File: src/design/sgqt_pkg.sv
// Shared types and constants for the square grid quarter-turn store.
// Request codes, fixed field widths, controller state and command struct.
`timescale 1ns / 1ps

package sgqt_pkg;

  localparam int REQ_W  = 2;
  localparam int IDX_W  = 6;
  localparam int VAL_W  = 8;
  localparam int SIDE_W = 7;

  localparam logic [SIDE_W-1:0] GRID_SIDE_RST = 7'd64;

  typedef enum logic [REQ_W-1:0] {
    REQ_WRITE  = 2'd0,
    REQ_READ   = 2'd1,
    REQ_TURN_A = 2'd2,
    REQ_TURN_B = 2'd3
  } req_t;

  typedef enum logic [1:0] {
    ORI_0   = 2'd0,
    ORI_90  = 2'd1,
    ORI_180 = 2'd2,
    ORI_270 = 2'd3
  } orient_t;

  typedef enum logic [1:0] {
    ST_IDLE = 2'b01,
    ST_HOLD = 2'b10
  } state_t;

  typedef struct packed {
    logic take;
  } ctl_cmd_t;

endpackage

File: src/design/sgqt_ctrl.sv
// Controller for the grid store: tracks whether a result is held and
// issues the take command. Depends on sgqt_pkg.
`timescale 1ns / 1ps

module sgqt_ctrl
  import sgqt_pkg::*;
(
  input  logic     clk,
  input  logic     rst_n,
  input  logic     in_valid,
  output logic     in_stall,
  output logic     out_valid,
  input  logic     out_stall,
  output ctl_cmd_t cmd
);

  state_t state_r, state_nxt;
  logic   take;

  assign in_stall  = (state_r == ST_HOLD) && out_stall;
  assign take      = in_valid && !in_stall;
  assign out_valid = (state_r == ST_HOLD);
  assign cmd.take  = take;

  always_comb begin
    unique case (state_r)
      ST_IDLE: state_nxt = take ? ST_HOLD : ST_IDLE;
      ST_HOLD: state_nxt = (take || out_stall) ? ST_HOLD : ST_IDLE;
      default: state_nxt = ST_IDLE;
    endcase
  end

  always_ff @(posedge clk) begin
    if (!rst_n) begin
      state_r <= ST_IDLE;
    end else begin
      state_r <= state_nxt;
    end
  end

endmodule

File: config.mk
export PLATFORM = sky130hd
export DESIGN_NAME = sgqt_ctrl
export DESIGN_NICKNAME = d
export VERILOG_FILES = /design/src/design/sgqt_pkg.sv /design/src/design/sgqt_ctrl.sv
export SDC_FILE = /design/constraint.sdc
export NUM_CORES = 1
export LEC_CHECK = 0
export BUFFER_PORTS_ARGS = -buffer_cell sky130_fd_sc_hd__buf_2
export CAP_MARGIN = 20
export CORE_AREA = 2 2 39 41
export CTS_CLUSTER_SIZE = 16
export DETAILED_ROUTE_END_ITERATION = 8
export DIE_AREA = 0 0 41 43
export SYNTH_ARGS = -nofsm -noshare
export SYNTH_HDL_FRONTEND = slang
export SYNTH_SLANG_ARGS = --single-unit
File: constraint.sdc
create_clock -name clk -period 1.6 [get_ports clk]
set_input_delay 0.08 -clock clk [delete_from_list [all_inputs] [get_ports clk]]
set_output_delay 0.08 -clock clk [all_outputs]
set_load 0.05 [all_outputs]
Word-level counts from Yosys, hierarchy flattened. Cells that the tools add are included. W data, S select, Z words.

Reductions and logical operators: 4. Eq/ne operators: 2. Mux-type cells: 3.

Operator list (count): $mux W2 (2); $pmux W2 S2 (1); $eq A2 B1 Y1 const B (1); $eq A2 B2 Y1 const B (1); $logic_and A1 B1 Y1 (2); $logic_not A1 Y1 (1); $logic_or A1 B1 Y1 (1).

Register bits: 2. Input bits: 4. Logic and storage cells: 10. Output and inout port bits: 3.

Depth between registers and ports, before layout. Gate-level depths: netlist of the first run.

Depth in word-level cells: 7. Gate-level depth with buffers: 4. Mapped depth without buffers: 4.

Least setup slack after synthesis of the first run. No wires, ideal clock.

Kind: flip-flop to flip-flop. Start: register state_r[0]. End: register state_r[0]. Path slack: 0.135 ns. Clock period less this slack: 1.465 ns. Data arrival time: 1.343 ns. Path buffers: 0. Required time: 1.478 ns. Stages on the path, launching flop included: 5. Setup time: 0.122 ns. Path through: dfxtp_1 -> inv_1 -> ha_1 -> a21bo_1 -> a221o_1.

Cells in the longest elaborated chain, start to end: 7. Elaborated cells between the ends (all ways): 9. Those cells by class: eq/ne (2); mux (3); reduce/logical (4).

RTL lines: from (decl) (RTL line sgqt_ctrl.sv:17) `state_t state_r, state_nxt;`; from (signal assigned) (RTL line sgqt_ctrl.sv:37) `state_r <= state_nxt;`; $eq A2 B2 Y1 *; via out_valid (RTL line sgqt_ctrl.sv:12) `output logic out_valid,`; $logic_and A1 B1 Y1 (RTL line sgqt_ctrl.sv:20) `assign in_stall = (state_r == ST_HOLD) && out_stall;`; $logic_not A1 Y1 (RTL line sgqt_ctrl.sv:21) `assign take = in_valid && !in_stall;`; $logic_and A1 B1 Y1 (RTL line sgqt_ctrl.sv:21); $logic_or A1 B1 Y1 (RTL line sgqt_ctrl.sv:28) `ST_HOLD: state_nxt = (take || out_stall) ? ST_HOLD : ST_IDLE;`; $mux W2 (RTL line sgqt_ctrl.sv:28); $pmux W2 S2 * (RTL line sgqt_ctrl.sv:26) `unique case (state_r)`.

The timed path passes the listed nets; every way through them passes the cells marked *. A chain may end at the register's enable or synchronous reset.

Worst setup path in the final report of the first run.
Start: register state_r[0]. End: output port cmd.

Cells in the longest elaborated chain, start to end: 4.

RTL lines: $eq A2 B2 Y1 (RTL line sgqt_ctrl.sv:20); $logic_and A1 B1 Y1 (RTL line sgqt_ctrl.sv:20); $logic_not A1 Y1 (RTL line sgqt_ctrl.sv:21); $logic_and A1 B1 Y1 (RTL line sgqt_ctrl.sv:21); to (decl) (RTL line sgqt_ctrl.sv:14) `output ctl_cmd_t cmd`.

Every way passes these cells.

==> impl_metrics.toml, run 1 <==
[synth]
synth_cells = 15
synth_enable_flop_cells = 0
syn-num-nets = 21
netlist_top_cells_area = "sky130_fd_sc_hd__dfxtp_1, sky130_fd_sc_hd__ha_1, sky130_fd_sc_hd__inv_1"
synth_common_cells = "sky130_fd_sc_hd__inv_1, sky130_fd_sc_hd__dfxtp_1, sky130_fd_sc_hd__ha_1"
synth.yosys.warnings = 0
dominantRegCellSynth = "sky130_fd_sc_hd__dfxtp_1"
synth.yosys.seq_area_share_pct = 32.3
ys_seq_elements = 2
synth_top_area_cell = "sky130_fd_sc_hd__dfxtp_1"
yosysTopAreaCellShare_pct = 32.3
synth.lib_cells_used.distinct = 10
yosysMostFrequentCell = "sky130_fd_sc_hd__inv_1"
synthArstFlopShare_pct = 0
syn_area_um2 = 124
post_synth.cell_area_avg_um2 = 8.26

[global_routing]
antenna_found_initial = 0
grt_pass1_vias = 137
grt-ovfl-total = 0
grt_start_max_net_pins = 6
grt_first_pass_wirelength_um = 414
track_usage_pct = 4.31

[worst_setup_path]
timing.critical_path.cells = "inv_1 -> ha_1 -> a21bo_1 -> inv_1 -> buf_2"
critical_path_arrival_ps = 1330
reg2reg_setup_slack_ps = 320
required_time_of_the_critical_path_ps = 1520
worst_path_largest_cell_delay_ps = 320
r2r-start = "state_r[0]"
critical_path_start_end_classification = "flop to output port"
worstSetupEndpointType = "output port"
worst_path_max_delay_cell = "sky130_fd_sc_hd__dfxtp_1"
reg2reg_depth = 4
crit_path_start_kind = "flop"
reg2reg_to = "state_r[0]"
path_max_fanout = 5
critical-path-top-cell-by-count = "sky130_fd_sc_hd__inv_1"

[clocking]
cts-resized-gates = 0
hold_buffers = 0
clock_sink_count = 2
postCtsSetupBuffers = 0
cts.path.max_buffers = 2
clkTransAtPathRegs_ps = 30
cts_max_level = 1
cts-buffers-inserted = 3
cts_tree = "built"
root_buffer = "sky130_fd_sc_hd__clkbuf_4"
clkLatencyLatePin_ps = 220

[floorplan]
floorplan.rows = 14
dieHeight_um = 43
design.portCount = 7
core-area_um2 = 1380
dieArea_um2 = 1760
initial_core_utilization_pct = 8.95
dieWidth_um = 41

[final_layout]
layout.nets = 32
antenna_cells = 0
share_of_post_route_cells_with_drive_strength_above_1_pct = 37.5
largest_register_ffs = 2
area_growth_pct = 58.6
final.fill_count = 167
number_of_cells_in_the_finished_layout_apart_from_fillers = 40
top_regs = "state_r: 2 flops"
area.sequential_um2 = 40.0
multiInputGateArea_um2 = 68.8
regMostFlops = "state_r"

[timing]
timing.final.crit_period_ps = 1410
fin_worst_skew_ps = 0.841
fin_tns_setup_ps = 0
timing.fmax_ghz = 0.710
worst_pin_slew_ps = 248
timing.final.setup_violations = 0
setup_repair_after_global_routing_missed_its_margin = "false"
relSlewSlack_pct = 83.6
finalCritPeriodShare_pct = 88.0
final-max-slew-violation-count = 0
finalHoldViolCount = 0
hold_worst_slack_ps = 136

[power_and_ir_drop]
peakVddDrop_mv = 0.139
design_power_total_mw = 0.234
pd_cells_nw_per_um2 = 1190
static-leakage-power_nw = 0.118

[drt]
via_count = 129
drtAntennaViolNets = 0
first_pass_iters = 1
avgRoutedWirePerCell_um = 6.63
drtIter0Drc = 0
detail_route.drc_violations = 0
avgViaCountPerCell = 3.23
totalWireLength_um = 265

[worst_hold_path]
hp-start = "rst_n"
timing.hold.worst.class = "input port to flop"
hold-path-cell-count = 3
hold_end = "state_r[1]"

[placement]
placement.io_buffers = 6
numPlacedInstances = 37
globalplace.congestion = 0.433
detailed_place_hpwl_um = 223

[run_status]
status = "complete, no violations"

[run]
drv.max_cap_violation_count = 0
## power breakdown
part	internal [mW]	switching, mW
Clock	0.0826	0.0273
Sequential	0.0598	0.00459
Combinational	0.0242	0.0358
Total	0.167	0.0677
## worst max-delay path: cells and delay by family (launching register included)
| family | cells | cell delay (ps) |
|---|---|---|
| buf+inv | 3 | 350 |
| flops | 1 | 320 |
| compound gates | 1 | 210 |
| fa+ha+maj | 1 | 230 |
## worst max path at each step
stage	cells past startpoint	endpoint	slack, ps	from
3_5_place_dp	4	state_r[0]	320	state_r[0]
4_1_cts	5	cmd	170	state_r[0]
6_report	5	cmd	190	state_r[0]
3_3_place_gp	4	state_r[0]	330	state_r[0]
2_1_floorplan	4	state_r[0]	140	state_r[0]
5_1_grt	5	cmd	90	state_r[0]
## logic make-up (layout without fill, tap and decap cells)
family                   Yosys count  in the layout  share of synthesized area, %
AND/OR/NAND/NOR                    3              3                          11.1
adder cells (fa/ha/maj)            2              2                          20.2
buffers and inverters              4             13                          12.1
AO/OA/AOI/OAI                      4              4                          24.2
flip-flops                         2              2                          32.3
## routing by layer
layer	GRT usage, %	part of all wire, %	vias to the layer above
li1	-	-	67
met1	2.56	34	58
met2	5.31	58	4
met3	1.57	7.5	0
met4	10.0	0	0
met5	0	0	-
## cell type report
class | instances | area share [%]
clock buffer | 3 | 11.5
inverter | 4 | 7.64
timing repair buffer | 6 | 15.3
sequential | 2 | 20.4
tap | 16 | 10.2
multi-input combinational | 9 | 35.0
## stage by stage
stage	area [µm²]	util [%]	setup slack, ps
global route	196	14.2	88.6
detailed placement	174	12.6	318
global placement	174	12.6	328
finish	196	14.2	192
CTS	196	14.2	167
floorplan	124	-	135
## placed cells by master, fill, tap and decap left out
master / n
sky130_fd_sc_hd__buf_2: 6
sky130_fd_sc_hd__clkbuf_4: 3
sky130_fd_sc_hd__inv_1: 4
sky130_fd_sc_hd__a21oi_1: 1
sky130_fd_sc_hd__nand2b_1: 1
sky130_fd_sc_hd__o21ai_0: 1
sky130_fd_sc_hd__a21bo_1: 1
sky130_fd_sc_hd__nand2_1: 1
sky130_fd_sc_hd__dfxtp_1: 2
sky130_fd_sc_hd__ha_1: 2
sky130_fd_sc_hd__a221o_1: 1
sky130_fd_sc_hd__nor2_1: 1
(Power assumes the default switching activity.)
==> run 2: changes to the inputs <==
--- a/config.mk
+++ b/config.mk
@@ -11,6 +11,7 @@
 export CTS_CLUSTER_SIZE = 16
 export DETAILED_ROUTE_END_ITERATION = 8
 export DIE_AREA = 0 0 41 43
+export SETUP_SLACK_MARGIN = 0.4
 export SYNTH_ARGS = -nofsm -noshare
 export SYNTH_HDL_FRONTEND = slang
 export SYNTH_SLANG_ARGS = --single-unit
==> run 2 against run 1 <==
Sequential cell count unchanged. Power increased by 8.2%. Critical path depth did not move. Register-to-register slack better by 130 ps. Via count down 3.1%. Final cell count is the same. Design area rose by 13%. Wire length is 9.4% higher. Clock skew increased by 5.6 ps. Sequential power grew 6.7%. Die area did not move. Critical path type unchanged. Critical endpoint unchanged. Largest cell class unchanged. Largest power group unchanged.
==> impl_metrics.toml, run 2 (synthesis results as in run 1) <==
[global_routing]
grt-ovfl-total = 0
grt_first_pass_wirelength_um = 386
antenna_found_initial = 0
track_usage_pct = 4.10
grt_pass1_vias = 112
grt_start_max_net_pins = 6

[final_layout]
largest_register_ffs = 2
layout.cells.most_common = "sky130_fd_sc_hd__buf_2"
finish.instance_area_um2 = 223
area_growth_pct = 79.8
regMostFlops = "state_r"
top_regs = "state_r: 2 flops"
multiInputGateArea_um2 = 81.3
share_of_post_route_cells_with_drive_strength_above_1_pct = 50.0
final.fill_count = 158
most-common-layout-cells = "sky130_fd_sc_hd__buf_2, sky130_fd_sc_hd__inv_1, sky130_fd_sc_hd__clkbuf_4"
layout.nets = 32
antenna_cells = 0
area.sequential_um2 = 41.3

[drt]
avgViaCountPerCell = 3.13
totalWireLength_um = 290
via_count = 125
detail_route.drc_violations = 0
drtAntennaViolNets = 0
first_pass_iters = 2
drtIter0Drc = 5
avgRoutedWirePerCell_um = 7.25

[floorplan]
initial_core_utilization_pct = 8.95
dieWidth_um = 41
dieArea_um2 = 1760
core-area_um2 = 1380
design.portCount = 7
floorplan.rows = 14
dieHeight_um = 43

[timing]
relSlewSlack_pct = 83.7
worst_pin_slew_ps = 246
timing.fmax_ghz = 0.820
timing.final.setup_violations = 0
finalHoldViolCount = 0
finalCritPeriodShare_pct = 76.2
final-max-slew-violation-count = 0
fin_tns_setup_ps = 0
timing.final.crit_period_ps = 1220
fin_worst_skew_ps = 6.41
setup_repair_after_global_routing_missed_its_margin = "true"

[worst_hold_path]
timing.hold.worst.class = "input port to flop"
hp-start = "rst_n"
hold-path-cell-count = 3
hold_end = "state_r[1]"

[placement]
detailed_place.area_um2 = 188
placement.io_buffers = 6
detailed_place_hpwl_um = 210
globalplace.congestion = 0.497

[worst_setup_path]
worst_path_max_delay_cell = "sky130_fd_sc_hd__dfxtp_2"
crit_path_start_kind = "flop"
timing.critical_path.cells = "inv_2 -> ha_4 -> a21bo_1 -> inv_1 -> buf_6"
reg2reg_to = "state_r[0]"
critical_path_start_end_classification = "flop to output port"
required_time_of_the_critical_path_ps = 1520
r2r-start = "state_r[0]"
reg2reg_depth = 4
worstSetupEndpointType = "output port"
path_max_fanout = 5
worst_path_largest_cell_delay_ps = 330
critical_path_arrival_ps = 1140
reg2reg_setup_slack_ps = 450

[clocking]
cts_max_level = 1
cts.path.max_buffers = 2
root_buffer = "sky130_fd_sc_hd__clkbuf_4"
postCtsSetupBuffers = 0
cts-buffers-inserted = 3
clock_sink_count = 2
clkTransAtPathRegs_ps = 30
clkLatencyLatePin_ps = 230
cts_tree = "built"

[power_and_ir_drop]
design_power_total_mw = 0.254
pd_cells_nw_per_um2 = 1140
peakVddDrop_mv = 0.132
static-leakage-power_nw = 0.117

[run_status]
status = "complete, no violations"

[run]
drv.max_cap_violation_count = 0
[run 2: per-stage QoR]
step	utilization, %	hold slack [ps]	std cells	setup WS, ps
after floorplan	-	234	15	400
after global placement	13.6	362	37	440
after detailed placement	13.6	374	37	440
after CTS	15.8	131	40	369
after global routing	16.1	140	40	342
final	16.1	128	40	381
[run 2: critical path, delay by kind of cell (launching register included)]
kind                     cells  cell delay (ps)
adder cells (fa/ha/maj)      1              160
AO/OA/AOI/OAI                1              170
flip-flops                   1              330
buffers and inverters        3              250
[run 2: worst max path at each step]
stage	startpoint	end	slack, ps	depth (start not counted)
floorplan	state_r[0]	state_r[0]	400	4
global placement	state_r[0]	state_r[0]	440	4
detailed placement	state_r[0]	state_r[0]	440	4
CTS	state_r[0]	cmd	370	5
global route	state_r[0]	cmd	340	5
finish	state_r[0]	cmd	380	5
[run 2: report_power, final]
| part | leakage [nW] | internal [mW] | switching (mW) |
|---|---|---|---|
| registers | 0.0163 | 0.0610 | 0.00777 |
| clock network | 0.0138 | 0.0832 | 0.0344 |
| logic | 0.0865 | 0.0295 | 0.0377 |
[run 2: metal layers]
metal	share of wire [%]	up-vias	GRT usage (%)
li1	-	67	-
met1	44	48	3.17
met2	41	8	4.06
met3	10	2	3.14
met4	3.4	0	8.00
met5	0	-	0
[run 2: what timing repair did]
action                                  in CTS  in global routing
endpoints found under the setup margin       2                  2
hold buffers                                 0                  0
gates resized for setup                      3                  1
[run 2: area by class of cell]
type | count | area share, %
Clock buffer | 3 | 10.1
Timing Repair Buffer | 6 | 19.1
Sequential cell | 2 | 18.5
Inverter | 4 | 6.74
Multi-Input combinational cell | 9 | 36.5
Tap cell | 16 | 8.99
==> run 3: changes to the inputs <==
==> constraint.sdc (replaced) <==
create_clock -name clk -period 1.1 [get_ports clk]
set_input_delay 0.055 -clock clk [delete_from_list [all_inputs] [get_ports clk]]
set_output_delay 0.055 -clock clk [all_outputs]
set_load 0.05 [all_outputs]
==> run 3 against run 2 <==
Largest power group unchanged. Sequential share of layout area fell by 3.1 points. Power grew 56%. First-iteration DRC count down 100%. The run now ends with setup timing left. Design area rose by 20%. Hold slack lost 26 ps. Die area stayed put. Clock skew fell by 6.3 ps. Via count rose by 10%. Count of clock-buffer cells in the layout stayed put.
==> impl_metrics.toml, run 3 (synthesis results as in run 1) <==
[placement]
globalplace.congestion = 0.588
detailed_place.area_um2 = 199
placement.io_buffers = 6
detailed_place_hpwl_um = 233
numPlacedInstances = 38

[run_status]
violated_checks = "setup timing"
status = "complete, but fails checks"

[drt]
first_pass_iters = 1
via_count = 138
drtAntennaViolNets = 0
drtIter0Drc = 0
avgViaCountPerCell = 3.29
detail_route.drc_violations = 0
avgRoutedWirePerCell_um = 6.81
totalWireLength_um = 286

[worst_hold_path]
hp-start = "in_valid"
timing.hold.worst.class = "input port to flop"

[timing]
fin_worst_skew_ps = 0.156
finalCritPeriodShare_pct = 108
setup_repair_after_global_routing_missed_its_margin = "true"
timing.fmax_ghz = 0.845
final_critical_path_setup_slack_ps = -83.3
hold_worst_slack_ps = 102
timing.final.crit_period_ps = 1180
finalHoldViolCount = 0
timing.final.setup_violations = 3
relSlewSlack_pct = 91.5
final-max-slew-violation-count = 0
worst_pin_slew_ps = 128

[clocking]
cts_max_level = 1
clock_sink_count = 2
cts.path.max_buffers = 2
clkTransAtPathRegs_ps = 30
clkLatencyLatePin_ps = 220
cts-buffers-inserted = 3
cts_tree = "built"
root_buffer = "sky130_fd_sc_hd__clkbuf_4"

[global_routing]
grt_start_max_net_pins = 4
grt_pass1_vias = 125
grt_first_pass_wirelength_um = 407
track_usage_pct = 3.90
grt-ovfl-total = 0
antenna_found_initial = 0

[power_and_ir_drop]
design_power_total_mw = 0.397
pd_cells_nw_per_um2 = 1480
static-leakage-power_nw = 0.119
peakVddDrop_mv = 0.250

[final_layout]
area_growth_pct = 116
top_regs = "state_r: 2 flops"
regMostFlops = "state_r"
layout.nets = 34
final.fill_count = 163
finish.instance_area_um2 = 268
post-route-util_pct = 19.3
antenna_cells = 0
largest_register_ffs = 2
most-common-layout-cells = "sky130_fd_sc_hd__clkbuf_4, sky130_fd_sc_hd__buf_2, sky130_fd_sc_hd__inv_2, sky130_fd_sc_hd__buf_8, sky130_fd_sc_hd__buf_4"
share_of_post_route_cells_with_drive_strength_above_1_pct = 76.9
number_of_cells_in_the_finished_layout_apart_from_fillers = 42

[floorplan]
core-area_um2 = 1380
floorplan.rows = 14
dieWidth_um = 41
dieHeight_um = 43
design.portCount = 7
initial_core_utilization_pct = 8.95
dieArea_um2 = 1760

[worst_setup_path]
timing.critical_path.cells = "inv_2 -> ha_4 -> a21bo_1 -> inv_2 -> buf_8"
startpoint = "state_r[0]"
critical_path_start_end_classification = "flop to output port"
path_max_fanout = 3
r2r-start = "state_r[0]"
worstSetupEndpointType = "output port"
required_time_of_the_critical_path_ps = 1040
critical-path-top-cell-by-count = "sky130_fd_sc_hd__inv_2"
worst_path_largest_cell_delay_ps = 330
crit_path_start_kind = "flop"
worst_path_max_delay_cell = "sky130_fd_sc_hd__dfxtp_2"
critical_path_arrival_ps = 1130

[run]
drv.max_cap_violation_count = 0
[run 3: what timing repair did]
| action | 4_1_cts | 5_1_grt |
|---|---|---|
| hold buffers | 0 | 0 |
| pin swaps | 1 | 3 |
| setup endpoints to repair | 5 | 5 |
| gates resized for setup | 8 | 6 |
| setup buffers | 1 | 0 |
[run 3: worst paths after layout]
check	end	depth (start not counted)	slack, ps
hold reg to reg	state_r[1]	3	700
setup reg to reg	state_r[0]	4	-40
setup / recovery	cmd	5	-80
hold / removal	state_r[1]	3	100
[run 3: power by group]
part | switching (mW) | total [mW] | internal, mW | leakage, nW
Clock | 0.0395 | 0.160 | 0.120 | 0.0138
Combinational | 0.0684 | 0.137 | 0.0682 | 0.0890
Sequential | 0.0117 | 0.101 | 0.0888 | 0.0163
Total | 0.120 | 0.397 | 0.277 | 0.119
[run 3: per-layer routing]
layer / up-vias / global-route usage, % / part of all wire [%]
met2: 4 / 5.31 / 57
li1: 72 / - / -
met4: 0 / 4.00 / 0
met3: 0 / 3.14 / 5.2
met5: - / 0 / 0
met1: 62 / 3.18 / 37
[run 3: worst max-delay path, delay by kind of cell (launching register included)]
kind / cells / cell delay (ps)
adder cells (fa/ha/maj): 1 / 160
buffers and inverters: 3 / 230
flip-flops: 1 / 330
AO/OA/AOI/OAI: 1 / 180
[run 3: area by class of cell]
| class | instances | area [µm²] | share of cell area, % |
|---|---|---|---|
| Timing Repair Buffer | 8 | 71.3 | 26.6 |
| Clock buffer | 3 | 22.5 | 8.41 |
| Sequential cell | 2 | 41.3 | 15.4 |
| Tap cell | 16 | 20.0 | 7.48 |
| Multi-Input combinational cell | 9 | 93.8 | 35.0 |
| Inverter | 4 | 18.8 | 7.01 |
[run 3: metrics by stage]
step,setup WS [ps],setup TNS [ps]
detailed placement,-24.4,-24.4
floorplan,-69.8,-90.2
global route,-130,-302
CTS,-104,-194
global placement,-21.4,-21.4
finish,-83.3,-161
